`src/sv/stba_pkg.sv`:
```
`default_nettype none
package stba_pkg;

   localparam logic CMD_PUSH  = 1'b0;
   localparam logic CMD_CLEAR = 1'b1;

   localparam logic [1:0] KIND_ACC  = 2'd0;
   localparam logic [1:0] KIND_GYRO = 2'd1;
   localparam logic [1:0] KIND_MAG  = 2'd2;
   localparam logic [1:0] KIND_NONE = 2'd3;

   localparam logic [1:0] EMIT_FIRST = 2'd0;
   localparam logic [1:0] EMIT_LAST  = 2'd2;

   localparam int unsigned CSR_ADDR_BITS = 3;
   localparam int unsigned CSR_DATA_BITS = 32;
   localparam int unsigned PERIOD_BITS   = 16;
   localparam logic REG_ENGINE_ENABLE = 1'b0;
   localparam logic REG_FEED_PERIOD   = 1'b1;
   localparam logic [PERIOD_BITS-1:0] FEED_PERIOD_RESET = 16'd10;

   localparam int unsigned QUEUE_DEPTH = 2;

   typedef struct packed {
      logic       valid;
      logic       command;
      logic [1:0] kind;
   } queue_ctl_type;

   // batch order: gyro, mag, acc
   function automatic logic [1:0] emit_kind(input logic [1:0] idx);
      logic [1:0] kind;
      kind = KIND_ACC;
      case (idx)
         2'd0: kind = KIND_GYRO;
         2'd1: kind = KIND_MAG;
         default: kind = KIND_ACC;
      endcase
      return kind;
   endfunction

endpackage
`default_nettype wire

```
`src/sv/sensor_triplet_batch_aligner.sv`:
```
`default_nettype none
// channel   dir   handshake            payload
// req       in    req_tvalid/tready    tuser: command, sensor_kind; tdata: time, x, y, z
// rsp       out   rsp_tvalid/tready    tuser: out_kind; tdata: batch_time, x, y, z; tlast
// csr       in    apb psel/penable     engine_enable @0x0, feed_period @0x4
//
// a two-entry queue takes a beat each cycle while it has room
// a push runs the sequencer steps store, newest stamp and period gate, skipping the gate
// while a sensor is still missing; a clear acts in the idle state; pushes with the engine
// off are dropped at the queue; a batch adds 3 output beats, one per cycle without stall
// reset is synchronous; it empties the queue and the held store
// output stalls back up into the queue only, never into the csr port
module sensor_triplet_batch_aligner
   import stba_pkg::*;
#(
   parameter int unsigned SAMPLE_BITS = 32,
   parameter int unsigned TIME_BITS   = 48,
   localparam int unsigned DATA_BITS  = ((TIME_BITS + 3 * SAMPLE_BITS + 7) / 8) * 8
) (
   input  wire logic                     clock,
   input  wire logic                     reset,
   input  wire logic                     req_tvalid,
   output logic                          req_tready,
   input  wire logic [DATA_BITS-1:0]     req_tdata,  // sample_time, axis_x, axis_y, axis_z
   input  wire logic [2:0]               req_tuser,  // command, sensor_kind
   output logic                          rsp_tvalid,
   input  wire logic                     rsp_tready,
   output logic [DATA_BITS-1:0]          rsp_tdata,  // batch_time, out_x, out_y, out_z
   output logic [1:0]                    rsp_tuser,  // out_kind
   output logic                          rsp_tlast,
   input  wire logic                     csr_psel,
   input  wire logic                     csr_penable,
   input  wire logic                     csr_pwrite,
   input  wire logic [CSR_ADDR_BITS-1:0] csr_paddr,
   input  wire logic [CSR_DATA_BITS-1:0] csr_pwdata,
   output logic [CSR_DATA_BITS-1:0]      csr_prdata,
   output logic                          csr_pready
);

   localparam int unsigned X_LSB = TIME_BITS;
   localparam int unsigned Y_LSB = TIME_BITS + SAMPLE_BITS;
   localparam int unsigned Z_LSB = TIME_BITS + 2 * SAMPLE_BITS;

   logic                   enable_ff, enable_in;
   logic [PERIOD_BITS-1:0] period_ff, period_in;
   logic                   csr_wr;
   logic                   csr_sel;

   queue_ctl_type          q_ctl;
   logic [TIME_BITS-1:0]   q_time;
   logic [SAMPLE_BITS-1:0] q_x, q_y, q_z;
   logic                   q_pop;

   logic [1:0]             out_kind;
   logic [TIME_BITS-1:0]   out_time;
   logic [SAMPLE_BITS-1:0] out_x, out_y, out_z;
   logic                   out_last;

   assign csr_pready = 1'b1;
   assign csr_wr     = csr_psel && csr_penable && csr_pwrite && csr_pready;
   assign csr_sel    = csr_paddr[2];

   always_comb begin
      enable_in = enable_ff;
      period_in = period_ff;
      if (csr_wr) begin
         unique case (csr_sel)
            REG_ENGINE_ENABLE: enable_in = csr_pwdata[0];
            REG_FEED_PERIOD:   period_in = csr_pwdata[PERIOD_BITS-1:0];
            default:           enable_in = enable_ff;
         endcase
      end
   end

   always_comb begin
      csr_prdata = '0;
      unique case (csr_sel)
         REG_ENGINE_ENABLE: csr_prdata[0] = enable_ff;
         REG_FEED_PERIOD:   csr_prdata[PERIOD_BITS-1:0] = period_ff;
         default:           csr_prdata = '0;
      endcase
   end

   always_ff @(posedge clock) begin
      if (reset) begin
         enable_ff <= 1'b0;
         period_ff <= FEED_PERIOD_RESET;
      end else begin
         enable_ff <= enable_in;
         period_ff <= period_in;
      end
   end

   stba_front #(
      .SAMPLE_BITS(SAMPLE_BITS),
      .TIME_BITS  (TIME_BITS)
   ) u_front (
      .clock        (clock),
      .reset        (reset),
      .engine_enable(enable_ff),
      .in_valid     (req_tvalid),
      .in_ready     (req_tready),
      .in_command   (req_tuser[0]),
      .in_kind      (req_tuser[2:1]),
      .in_time      (req_tdata[TIME_BITS-1:0]),
      .in_x         (req_tdata[X_LSB +: SAMPLE_BITS]),
      .in_y         (req_tdata[Y_LSB +: SAMPLE_BITS]),
      .in_z         (req_tdata[Z_LSB +: SAMPLE_BITS]),
      .q_ctl        (q_ctl),
      .q_time       (q_time),
      .q_x          (q_x),
      .q_y          (q_y),
      .q_z          (q_z),
      .q_pop        (q_pop)
   );

   stba_back #(
      .SAMPLE_BITS(SAMPLE_BITS),
      .TIME_BITS  (TIME_BITS)
   ) u_back (
      .clock      (clock),
      .reset      (reset),
      .feed_period(period_ff),
      .q_ctl      (q_ctl),
      .q_time     (q_time),
      .q_x        (q_x),
      .q_y        (q_y),
      .q_z        (q_z),
      .q_pop      (q_pop),
      .out_valid  (rsp_tvalid),
      .out_ready  (rsp_tready),
      .out_kind   (out_kind),
      .out_time   (out_time),
      .out_x      (out_x),
      .out_y      (out_y),
      .out_z      (out_z),
      .out_last   (out_last)
   );

   always_comb begin
      rsp_tdata                           = '0;
      rsp_tdata[TIME_BITS-1:0]            = out_time;
      rsp_tdata[X_LSB +: SAMPLE_BITS]     = out_x;
      rsp_tdata[Y_LSB +: SAMPLE_BITS]     = out_y;
      rsp_tdata[Z_LSB +: SAMPLE_BITS]     = out_z;
   end

   assign rsp_tuser = out_kind;
   assign rsp_tlast = out_last;

`ifndef SYNTHESIS
   a_last_on_acc: assert property (@(posedge clock) disable iff (reset)
      rsp_tvalid |-> (rsp_tlast == (rsp_tuser == KIND_ACC)))
      else $error("tlast not on the accelerometer beat");

   a_idle_after_reset: assert property (@(posedge clock)
      reset |=> !rsp_tvalid)
      else $error("result beat straight after reset");

   a_gyro_then_mag: assert property (@(posedge clock) disable iff (reset)
      (rsp_tvalid && rsp_tready && (rsp_tuser == KIND_GYRO))
      |=> (!rsp_tvalid || (rsp_tuser == KIND_MAG)))
      else $error("batch order broken after gyro beat");

   a_mag_then_acc: assert property (@(posedge clock) disable iff (reset)
      (rsp_tvalid && rsp_tready && (rsp_tuser == KIND_MAG))
      |=> (!rsp_tvalid || (rsp_tuser == KIND_ACC)))
      else $error("batch order broken after mag beat");
`endif

endmodule
`default_nettype wire

```
`src/sv/stba_front.sv`:
```
`default_nettype none
module stba_front
   import stba_pkg::*;
#(
   parameter int unsigned SAMPLE_BITS = 32,
   parameter int unsigned TIME_BITS   = 48
) (
   input  wire logic                   clock,
   input  wire logic                   reset,
   input  wire logic                   engine_enable,
   input  wire logic                   in_valid,
   output logic                        in_ready,
   input  wire logic                   in_command,
   input  wire logic [1:0]             in_kind,
   input  wire logic [TIME_BITS-1:0]   in_time,
   input  wire logic [SAMPLE_BITS-1:0] in_x,
   input  wire logic [SAMPLE_BITS-1:0] in_y,
   input  wire logic [SAMPLE_BITS-1:0] in_z,
   output queue_ctl_type               q_ctl,
   output logic [TIME_BITS-1:0]        q_time,
   output logic [SAMPLE_BITS-1:0]      q_x,
   output logic [SAMPLE_BITS-1:0]      q_y,
   output logic [SAMPLE_BITS-1:0]      q_z,
   input  wire logic                   q_pop
);

   localparam int unsigned PTR_BITS = $clog2(QUEUE_DEPTH);
   localparam int unsigned CNT_BITS = $clog2(QUEUE_DEPTH + 1);
   localparam logic [CNT_BITS-1:0] CNT_FULL = CNT_BITS'(QUEUE_DEPTH);
   localparam logic [PTR_BITS-1:0] PTR_LAST = PTR_BITS'(QUEUE_DEPTH - 1);

   logic                   ent_command_ff [QUEUE_DEPTH];
   logic [1:0]             ent_kind_ff    [QUEUE_DEPTH];
   logic [TIME_BITS-1:0]   ent_time_ff    [QUEUE_DEPTH];
   logic [SAMPLE_BITS-1:0] ent_x_ff       [QUEUE_DEPTH];
   logic [SAMPLE_BITS-1:0] ent_y_ff       [QUEUE_DEPTH];
   logic [SAMPLE_BITS-1:0] ent_z_ff       [QUEUE_DEPTH];

   logic [PTR_BITS-1:0] wr_ptr_ff, wr_ptr_in;
   logic [PTR_BITS-1:0] rd_ptr_ff, rd_ptr_in;
   logic [CNT_BITS-1:0] count_ff, count_in;
   logic                store_en;

   assign in_ready = (count_ff != CNT_FULL);

   // disabled pushes are taken and dropped here
   assign store_en = in_valid && in_ready && ((in_command == CMD_CLEAR) || engine_enable);

   always_comb begin
      wr_ptr_in = wr_ptr_ff;
      rd_ptr_in = rd_ptr_ff;
      if (store_en) begin
         wr_ptr_in = (wr_ptr_ff == PTR_LAST) ? '0 : wr_ptr_ff + 1'b1;
      end
      if (q_pop) begin
         rd_ptr_in = (rd_ptr_ff == PTR_LAST) ? '0 : rd_ptr_ff + 1'b1;
      end
      count_in = count_ff + CNT_BITS'(store_en) - CNT_BITS'(q_pop);
   end

   always_ff @(posedge clock) begin
      if (reset) begin
         wr_ptr_ff <= '0;
         rd_ptr_ff <= '0;
         count_ff  <= '0;
      end else begin
         wr_ptr_ff <= wr_ptr_in;
         rd_ptr_ff <= rd_ptr_in;
         count_ff  <= count_in;
      end
   end

   always_ff @(posedge clock) begin
      if (store_en) begin
         ent_command_ff[wr_ptr_ff] <= in_command;
         ent_kind_ff[wr_ptr_ff]    <= in_kind;
         ent_time_ff[wr_ptr_ff]    <= in_time;
         ent_x_ff[wr_ptr_ff]       <= in_x;
         ent_y_ff[wr_ptr_ff]       <= in_y;
         ent_z_ff[wr_ptr_ff]       <= in_z;
      end
   end

   always_comb begin
      q_ctl.valid   = (count_ff != '0);
      q_ctl.command = ent_command_ff[rd_ptr_ff];
      q_ctl.kind    = ent_kind_ff[rd_ptr_ff];
      q_time        = ent_time_ff[rd_ptr_ff];
      q_x           = ent_x_ff[rd_ptr_ff];
      q_y           = ent_y_ff[rd_ptr_ff];
      q_z           = ent_z_ff[rd_ptr_ff];
   end

endmodule
`default_nettype wire

```
`src/sv/stba_back.sv`:
```
`default_nettype none
module stba_back
   import stba_pkg::*;
#(
   parameter int unsigned SAMPLE_BITS = 32,
   parameter int unsigned TIME_BITS   = 48
) (
   input  wire logic                   clock,
   input  wire logic                   reset,
   input  wire logic [PERIOD_BITS-1:0] feed_period,
   input  wire queue_ctl_type          q_ctl,
   input  wire logic [TIME_BITS-1:0]   q_time,
   input  wire logic [SAMPLE_BITS-1:0] q_x,
   input  wire logic [SAMPLE_BITS-1:0] q_y,
   input  wire logic [SAMPLE_BITS-1:0] q_z,
   output logic                        q_pop,
   output logic                        out_valid,
   input  wire logic                   out_ready,
   output logic [1:0]                  out_kind,
   output logic [TIME_BITS-1:0]        out_time,
   output logic [SAMPLE_BITS-1:0]      out_x,
   output logic [SAMPLE_BITS-1:0]      out_y,
   output logic [SAMPLE_BITS-1:0]      out_z,
   output logic                        out_last
);

   typedef enum logic [3:0] {
      ST_IDLE = 4'b0001,
      ST_MAX  = 4'b0010,
      ST_GATE = 4'b0100,
      ST_EMIT = 4'b1000
   } state_type;

   localparam int unsigned NUM_SENSORS = 3;

   state_type state_ff, state_in;

   logic [NUM_SENSORS-1:0] valid_ff, valid_in;
   logic [TIME_BITS-1:0]   stamp_ff [NUM_SENSORS];
   logic [SAMPLE_BITS-1:0] x_ff     [NUM_SENSORS];
   logic [SAMPLE_BITS-1:0] y_ff     [NUM_SENSORS];
   logic [SAMPLE_BITS-1:0] z_ff     [NUM_SENSORS];

   logic                 fed_ff, fed_in;
   logic [TIME_BITS-1:0] last_ff, last_in;
   logic [TIME_BITS-1:0] origin_ff, origin_in;
   logic [TIME_BITS-1:0] newest_ff, newest_in;
   logic [TIME_BITS-1:0] rel_ff, rel_in;
   logic [1:0]           idx_ff, idx_in;

   logic                   rsp_valid_ff, rsp_valid_in;
   logic [1:0]             rsp_kind_ff, rsp_kind_in;
   logic [TIME_BITS-1:0]   rsp_time_ff, rsp_time_in;
   logic [SAMPLE_BITS-1:0] rsp_x_ff, rsp_x_in;
   logic [SAMPLE_BITS-1:0] rsp_y_ff, rsp_y_in;
   logic [SAMPLE_BITS-1:0] rsp_z_ff, rsp_z_in;
   logic                   rsp_last_ff, rsp_last_in;

   logic                 store_wr;
   logic                 out_free;
   logic [1:0]           cur_kind;
   logic [TIME_BITS-1:0] max01;
   logic [TIME_BITS-1:0] diff;
   logic                 pass;

   assign q_pop    = (state_ff == ST_IDLE) && q_ctl.valid;
   assign store_wr = q_pop && (q_ctl.command == CMD_PUSH) && (q_ctl.kind != KIND_NONE);
   assign out_free = !rsp_valid_ff || out_ready;
   assign cur_kind = emit_kind(idx_ff);

   assign max01 = (stamp_ff[KIND_GYRO] > stamp_ff[KIND_ACC]) ? stamp_ff[KIND_GYRO]
                                                             : stamp_ff[KIND_ACC];
   assign diff  = newest_ff - last_ff;
   assign pass  = !fed_ff ||
                  (!diff[TIME_BITS-1] &&
                   (diff >= {{(TIME_BITS-PERIOD_BITS){1'b0}}, feed_period}));

   always_comb begin
      state_in     = state_ff;
      valid_in     = valid_ff;
      fed_in       = fed_ff;
      last_in      = last_ff;
      origin_in    = origin_ff;
      newest_in    = newest_ff;
      rel_in       = rel_ff;
      idx_in       = idx_ff;
      rsp_valid_in = rsp_valid_ff;
      rsp_kind_in  = rsp_kind_ff;
      rsp_time_in  = rsp_time_ff;
      rsp_x_in     = rsp_x_ff;
      rsp_y_in     = rsp_y_ff;
      rsp_z_in     = rsp_z_ff;
      rsp_last_in  = rsp_last_ff;

      if (out_free) begin
         rsp_valid_in = 1'b0;
      end

      unique case (state_ff)
         ST_IDLE: begin
            if (q_pop) begin
               if (q_ctl.command == CMD_CLEAR) begin
                  valid_in = '0;
                  fed_in   = 1'b0;
               end else begin
                  if (store_wr) begin
                     valid_in[q_ctl.kind] = 1'b1;
                  end
                  state_in = ST_MAX;
               end
            end
         end
         ST_MAX: begin
            newest_in = (stamp_ff[KIND_MAG] > max01) ? stamp_ff[KIND_MAG] : max01;
            state_in  = (&valid_ff) ? ST_GATE : ST_IDLE;
         end
         ST_GATE: begin
            if (pass) begin
               last_in = newest_ff;
               fed_in  = 1'b1;
               idx_in  = EMIT_FIRST;
               if (fed_ff) begin
                  rel_in = newest_ff - origin_ff;
               end else begin
                  origin_in = newest_ff;
                  rel_in    = '0;
               end
               state_in = ST_EMIT;
            end else begin
               state_in = ST_IDLE;
            end
         end
         ST_EMIT: begin
            if (out_free) begin
               rsp_valid_in = 1'b1;
               rsp_kind_in  = cur_kind;
               rsp_time_in  = rel_ff;
               rsp_x_in     = x_ff[cur_kind];
               rsp_y_in     = y_ff[cur_kind];
               rsp_z_in     = z_ff[cur_kind];
               rsp_last_in  = (idx_ff == EMIT_LAST);
               idx_in       = idx_ff + 1'b1;
               if (idx_ff == EMIT_LAST) begin
                  state_in = ST_IDLE;
               end
            end
         end
         default: state_in = ST_IDLE;
      endcase
   end

   always_ff @(posedge clock) begin
      if (reset) begin
         state_ff     <= ST_IDLE;
         valid_ff     <= '0;
         fed_ff       <= 1'b0;
         rsp_valid_ff <= 1'b0;
      end else begin
         state_ff     <= state_in;
         valid_ff     <= valid_in;
         fed_ff       <= fed_in;
         rsp_valid_ff <= rsp_valid_in;
      end
   end

   always_ff @(posedge clock) begin
      last_ff     <= last_in;
      origin_ff   <= origin_in;
      newest_ff   <= newest_in;
      rel_ff      <= rel_in;
      idx_ff      <= idx_in;
      rsp_kind_ff <= rsp_kind_in;
      rsp_time_ff <= rsp_time_in;
      rsp_x_ff    <= rsp_x_in;
      rsp_y_ff    <= rsp_y_in;
      rsp_z_ff    <= rsp_z_in;
      rsp_last_ff <= rsp_last_in;
      if (store_wr) begin
         stamp_ff[q_ctl.kind] <= q_time;
         x_ff[q_ctl.kind]     <= q_x;
         y_ff[q_ctl.kind]     <= q_y;
         z_ff[q_ctl.kind]     <= q_z;
      end
   end

   assign out_valid = rsp_valid_ff;
   assign out_kind  = rsp_kind_ff;
   assign out_time  = rsp_time_ff;
   assign out_x     = rsp_x_ff;
   assign out_y     = rsp_y_ff;
   assign out_z     = rsp_z_ff;
   assign out_last  = rsp_last_ff;

endmodule
`default_nettype wire

```
`config.mk`:
```
export PLATFORM = sky130hd
export DESIGN_NAME = sensor_triplet_batch_aligner
export DESIGN_NICKNAME = d
export VERILOG_FILES = /design/src/sv/stba_pkg.sv /design/src/sv/sensor_triplet_batch_aligner.sv /design/src/sv/stba_front.sv /design/src/sv/stba_back.sv
export SDC_FILE = /design/constraint.sdc
export NUM_CORES = 1
export LEC_CHECK = 0
export ABC_AREA = 1
export BUFFER_PORTS_ARGS = -buffer_cell sky130_fd_sc_hd__buf_2
export CAP_MARGIN = 20
export CORE_MARGIN = 5
export CORE_UTILIZATION = 30
export CTS_CLUSTER_DIAMETER = 60
export DETAILED_ROUTE_END_ITERATION = 8
export PLACE_DENSITY = 0.58
export SYNTH_ARGS = -nofsm -noshare
export SYNTH_HDL_FRONTEND = slang
export SYNTH_HIERARCHICAL = 1
export SYNTH_SLANG_ARGS = --single-unit
```
`constraint.sdc`:
```
create_clock -name clock -period 19.35 [get_ports clock]
set_input_delay 1.935 -clock clock [delete_from_list [all_inputs] [get_ports clock]]
set_output_delay 1.935 -clock clock [all_outputs]
set_load 0.03 [all_outputs]
```
# Yosys cells after proc, flatten, opt, wreduce, memory -nomap -nowiden
# Memories as Yosys holds them, arrays and structs flattened. A register that Yosys moved wholly into a read port is not among the register bits.
# Cells that the tools add are included.
# W data, S select, Z words.
[word_totals]
n_memories = 10
latch_bits = 0
mem_bits_ro = 0
regBits = 275
ramBits = 726
output_inout_bits = 182
[classes]
muxes = 44
mul = 0
div = 0
n_reduce_logical = 30
shift = 0
bitwise_logic = 4
order_cmp = 5
n_eq_ne = 14
add_sub_neg = 7
[memory_table]
columns = ["name", "words", "width", "read_ports", "rd_ports_with_merged_regs", "wr", "line_no", "source"]
rows = [
  ["u_back.stamp_ff", 3, 48, 3, 0, 1, "stba_back.sv:39", "logic [TIME_BITS-1:0] stamp_ff [NUM_SENSORS];"],
  ["u_back.x_ff", 3, 32, 1, 1, 1, "stba_back.sv:40", "logic [SAMPLE_BITS-1:0] x_ff [NUM_SENSORS];"],
  ["u_back.y_ff", 3, 32, 1, 1, 1, "stba_back.sv:41", "logic [SAMPLE_BITS-1:0] y_ff [NUM_SENSORS];"],
  ["u_back.z_ff", 3, 32, 1, 1, 1, "stba_back.sv:42", "logic [SAMPLE_BITS-1:0] z_ff [NUM_SENSORS];"],
  ["u_front.ent_time_ff", 2, 48, 1, 1, 1, "stba_front.sv:34", "logic [TIME_BITS-1:0] ent_time_ff [QUEUE_DEPTH];"],
  ["u_front.ent_x_ff", 2, 32, 1, 1, 1, "stba_front.sv:35", "logic [SAMPLE_BITS-1:0] ent_x_ff [QUEUE_DEPTH];"],
  ["+4 memories", "--", "--", "--", "--", "--", "--", ""],
]
[ops]
columns = ["cell", "n"]
rows = [
  ["$gt A48 B48 Y1", 2],
  ["$mux W48", 2],
  ["$sub A48 B48 Y48", 2],
  ["$ge A48 B16 Y1", 1],
  ["$mux W1", 25],
  ["$mux W4", 5],
  ["$pmux W4 S4", 1],
  ["$mux W15", 1],
  ["$reduce_and A3 Y1", 4],
  ["$ne A2 B1 Y1 const B", 5],
  ["$logic_and A1 B1 Y1", 9],
  ["$mux W3", 3],
  ["$pmux W2 S2", 2],
  ["$reduce_and A2 Y1", 4],
  ["$reduce_and A4 Y1", 2],
  ["$reduce_bool A2 Y1", 4],
  ["$ne A2 B2 Y1 const B", 3],
  ["$eq A4 B1 Y1 const B", 1],
  ["$eq A4 B2 Y1 const B", 1],
  ["$eq A4 B3 Y1 const B", 1],
  ["$eq A4 B4 Y1 const B", 1],
  ["$mux W2", 2],
  ["$pmux W1 S2", 2],
  ["$logic_not A1 Y1", 3],
  ["other kinds (13)", 18],
]

# Longest topological paths before layout
[depth]
word_depth = 7
depth_mapped = 32

# Modules after synthesis
# Netlist, hierarchy kept.
[by_module_without_submodules]
columns = ["module", "cells_per_inst", "area_each_um2", "instances"]
rows = [
  ["stba_back", 3321, 36393.7, 1],
  ["stba_front", 489, 10889.2, 1],
  ["sensor_triplet_batch_aligner", 163, 998.5, 1],
]

# Worst setup path before layout
# No wires, ideal clock.
[synth_path]
path_kind = "input port to flip-flop"
startpoint = "input rsp_tready"
endpoint = "memory u_back.stamp_ff[0][0], enable pin"
t_required_ns = 18.523
stages = 5
setup_slack_ns = 6.437
setup_ns = 0.827
arrival_ns = 12.086
cell_sequence = "nor2_1 > inv_1 > a21o_1 > nand3_1 > nor3_1"
[synth_lines]
columns = ["element", "line_no", "source"]
rows = [
  ["start: declaration", "sensor_triplet_batch_aligner.sv:27", "input wire logic rsp_tready,"],
  ["end: declaration", "stba_back.sv:39", ""],
]

==> impl_metrics.toml <==
[cts]
numCtsBuffers = 134
clk_latency_ns = 0.76
postCtsSetupBuffers = 0
cts_tree = "done"
cts_hold_buf = 0
path_clk_slew_ns = 0.05
clockRootBuffer = "clkbuf_16"
htreeDepth = 4
clock_path_buffers = 3
ctsResizeCount = 0
clkSinkCount = 1098

[detailed_routing]
wl_met2_um = 55100
antenna_left = 0
drt-total-wl_um = 117000
avgRoutedWirePerCell_um = 17.5
first_pass_iters = 5
wl_met1_um = 48300
drc = 0
drt_iter0_drc = 1692
vias = 29700
via_per_inst = 4.46
routed.top_layer = "met5"
dr_wl_met3_um = 9180

[critical_path]
arrival_ns = 6.55
start_kind = "flop"
r2r-start = "u_back/stamp_ff[1][47]$_DFFE_PP_"
endpoint_kind = "flop"
path_buf_inv = 7
reg2reg_depth = 24
cp-startpoint = "u_back/stamp_ff[1][47]$_DFFE_PP_"
crit_family = "buffers and inverters"
cp.depth = 24
required_ns = 19.78
cp_common_cell = "nand4_1"
slowest_delay_ns = 0.70
cpMaxStageDelayCell = "buf_4"
path_cells = "ha_1 > nand2_1 > inv_2 > nand3_1 > inv_1 > nand4_1 > a21oi_1 > a2111oi_0 > buf_1 > nand4_1 > nand2_2 > buf_4 > o21ai_1 > ha_1 > nand4_1 > nor3_1 > inv_1 > nor4_2 > o211ai_1 > nand3_1 > nand2_1 > inv_2 > buf_4 > o21ai_0"
critical_path_class = "reg2reg"
critPathMaxFanout = 96

[logic_synthesis]
synth_edf_count = 1067
syn_inst = 3973
synth_area_mm2 = 0.0483
yosysWarnings = 6
synth-seq-cells = 1098
synthArstFlopShare_pct = 0
synth_top_flop_cell = "edfxtp_1"
yosysUniqueCellTypes = 56
syn_area_per_cell_um2 = 12.2
yosysSeqAreaShare_pct = 67.6

[pwr]
p_per_area_mw_per_mm2 = 119
vdd_drop_max_uv = 95.0
p_leak_uw = 0.0217

[floorplanning]
initial_core_util_pct = 30.1
dieArea_mm2 = 0.169
die_y_um = 411
die_w_um = 411
rows = 147
core_area_mm2 = 0.160
io_pins = 371

[worst_hold_path]
holdPathStages = 0
min_from = "u_back/rel_ff[25]$_SDFFCE_PN0P_"
hold_class = "reg2reg"

[flow_run]
cap_violations = 0

[timing]
setup_ws_ns = 13.23
drv_slew = 0
skew_ns = 0.0311
setup_viol = 0
clock.fmax_mhz = 163
period_minus_slack_ns = 6.12
fin_setup_tns_ns = 0
relSlewSlack_pct = 23.4
fin_crit_sh_pct = 31.6
rsz0062_at_grt = "false"
hold_violations = 0
worst_pin_slew_ns = 1.15

[cells_and_area]
fin_area_mm2 = 0.0569
drive_above_1_share_pct = 17.5
area_delta_synth_final_pct = 17.8
multi_input_area_mm2 = 0.0132
fin_nets = 4783
fill_cells = 15700
ff_latch_area_mm2 = 0.0327

[global_route]
grt_max_degree = 97
first_global_vias = 30100
grt_pass1_wl_um = 176000
antenna_found_initial = 44
gr-total-overflow = 0
grtUsageTotal_pct = 13.6

[placed_design]
place_area_mm2 = 0.0524
place_ws_ns = 13.14
gp_congestion = 0.896
hpwlAfterDp_um = 79400
portBuffers = 335

[status]
status = "finished clean"
logic make-up after synthesis:
logic type               after synthesis  share of synthesized area (%)
flip-flops                          1098                           67.6
AO/OA/AOI/OAI                        677                           7.56
adder cells (fa/ha/maj)              212                           5.53
multiplexers                         147                           3.43
other                                  2                         0.0156
AND/OR/NAND/NOR                     1204                           10.2
XOR/XNOR                              23                          0.417
buffers and inverters                610                           5.22
layout make-up:
type	instances	area share, %
Tap cell	2160	4.75
Sequential cell	1098	57.4
Inverter	504	3.35
Antenna cell	21	0.0924
Multi-Input combinational cell	2280	23.3
Clock inverter	74	1.49
Clock buffer	165	6.29
Timing Repair Buffer	364	3.32
Yosys cell counts (all sizes together), types with 2 or more instances:
| cell | number | area share (%) |
|---|---|---|
| mux2 | 147 | 3.4 |
| inv | 500 | 3.9 |
| nor4 | 10 | 0.18 |
| o21a | 23 | 0.36 |
| nor2 | 306 | 2.5 |
| a21o | 9 | 0.14 |
| nor3 | 21 | 0.24 |
| dfxtp | 31 | 1.3 |
| o21bai | 6 | 0.093 |
| and3 | 2 | 0.026 |
| clkbuf | 46 | 0.36 |
| a31oi | 24 | 0.31 |
| buf | 60 | 0.94 |
| o21ai | 196 | 2.1 |
| nand3b | 9 | 0.14 |
| o2111ai | 2 | 0.036 |
| and2 | 3 | 0.039 |
| conb | 2 | 0.016 |
| nand3 | 102 | 1.1 |
| o211ai | 8 | 0.12 |
| nand4 | 21 | 0.27 |
| edfxtp | 1067 | 66 |
| clkinv | 4 | 0.031 |
| a211oi | 4 | 0.062 |
| nand2 | 728 | 5.7 |
| xor2 | 14 | 0.25 |
| or2 | 2 | 0.026 |
| a21boi | 4 | 0.070 |
| ha | 210 | 5.4 |
| xnor2 | 9 | 0.16 |
| a21oi | 392 | 4.1 |
| fa | 2 | 0.083 |
final timing paths:
kind / to / slack [ns]
setup reg to reg: u_back/newest_ff[46]$_DFFE_PP_ / 13.23
hold / removal: u_back/out_time[25]$_DFFE_PP_ / 0.42
hold reg to reg: u_back/out_time[25]$_DFFE_PP_ / 0.42
setup / recovery: u_back/newest_ff[46]$_DFFE_PP_ / 13.23
cell usage in the layout, fill, tap and decap left out, types with 6 or more instances in the layout:
master     synthesis  final
bufinv_16          0      9
diode_2            0     21
mux2_2           147    147
o21ai_1           86     86
o21ai_2            8      8
inv_6              0      9
a21oi_1          386    386
dfxtp_1           31     30
clkinv_2           0     22
xnor2_1            9      9
clkinv_4           0      8
a21o_1             9      9
nor2_2            11     11
inv_1            497    493
nand3b_1           9      9
clkbuf_1          46     25
nor3_1            19     18
a31oi_1           24     24
conb_1             2     17
o211ai_1           8      8
a21oi_2            6      6
buf_2             12    335
nand2_1          715    714
edfxtp_1        1067   1067
buf_4             19     28
o21bai_1           6      6
clkbuf_16          0    138
nor2_4             2      6
nand3_1          102    102
clkinv_8           0     10
nand4_1           21     21
clkinv_1           4     12
xor2_1            14     14
ha_1             210    208
nand2_2           12     13
nor2_1           293    289
o21a_1            23     23
o21ai_0          102    102
where the power goes:
group	internal [uW]	switching, uW	leakage [uW]
Combinational	372	768	0.00962
Sequential	3040	107	0.00997
Clock	1460	994	0.00215
Total	4870	1870	0.0217
layer usage:
metal / GRT usage, % / vias to the layer above
li1: - / 14700
met2: 22.6 / 655
met3: 5.20 / 232
met4: 5.21 / 36
met5: 0 / -
met1: 16.1 / 14100
stage by stage:
stage / util, % / hold slack (ns) / instances / total power, uW
global route: 35.5 / 0.424 / 6651 / 7120
finish: 35.5 / 0.415 / 6666 / 6740
global placement: 32.7 / 0.405 / 6405 / 4330
floorplan: - / 0.400 / 3988 / 4040
detailed placement: 32.7 / 0.405 / 6406 / 4360
CTS: 35.5 / 0.416 / 6645 / 6850
sequential cells by signal, summed over array words and instances (netlist names), 48 cells and up, named ones only:
register,count
u_front/ent_time_ff,96
u_back/y_ff,96
u_back/origin_ff,48
u_back/out_time,48
u_back/stamp_ff,144
u_front/ent_z_ff,64
u_front/ent_x_ff,64
u_back/newest_ff,48
u_back/z_ff,96
u_back/last_ff,48
u_back/rel_ff,48
u_back/x_ff,96
u_front/ent_y_ff,64
Note: power is estimated with default switching activity, not from simulation.
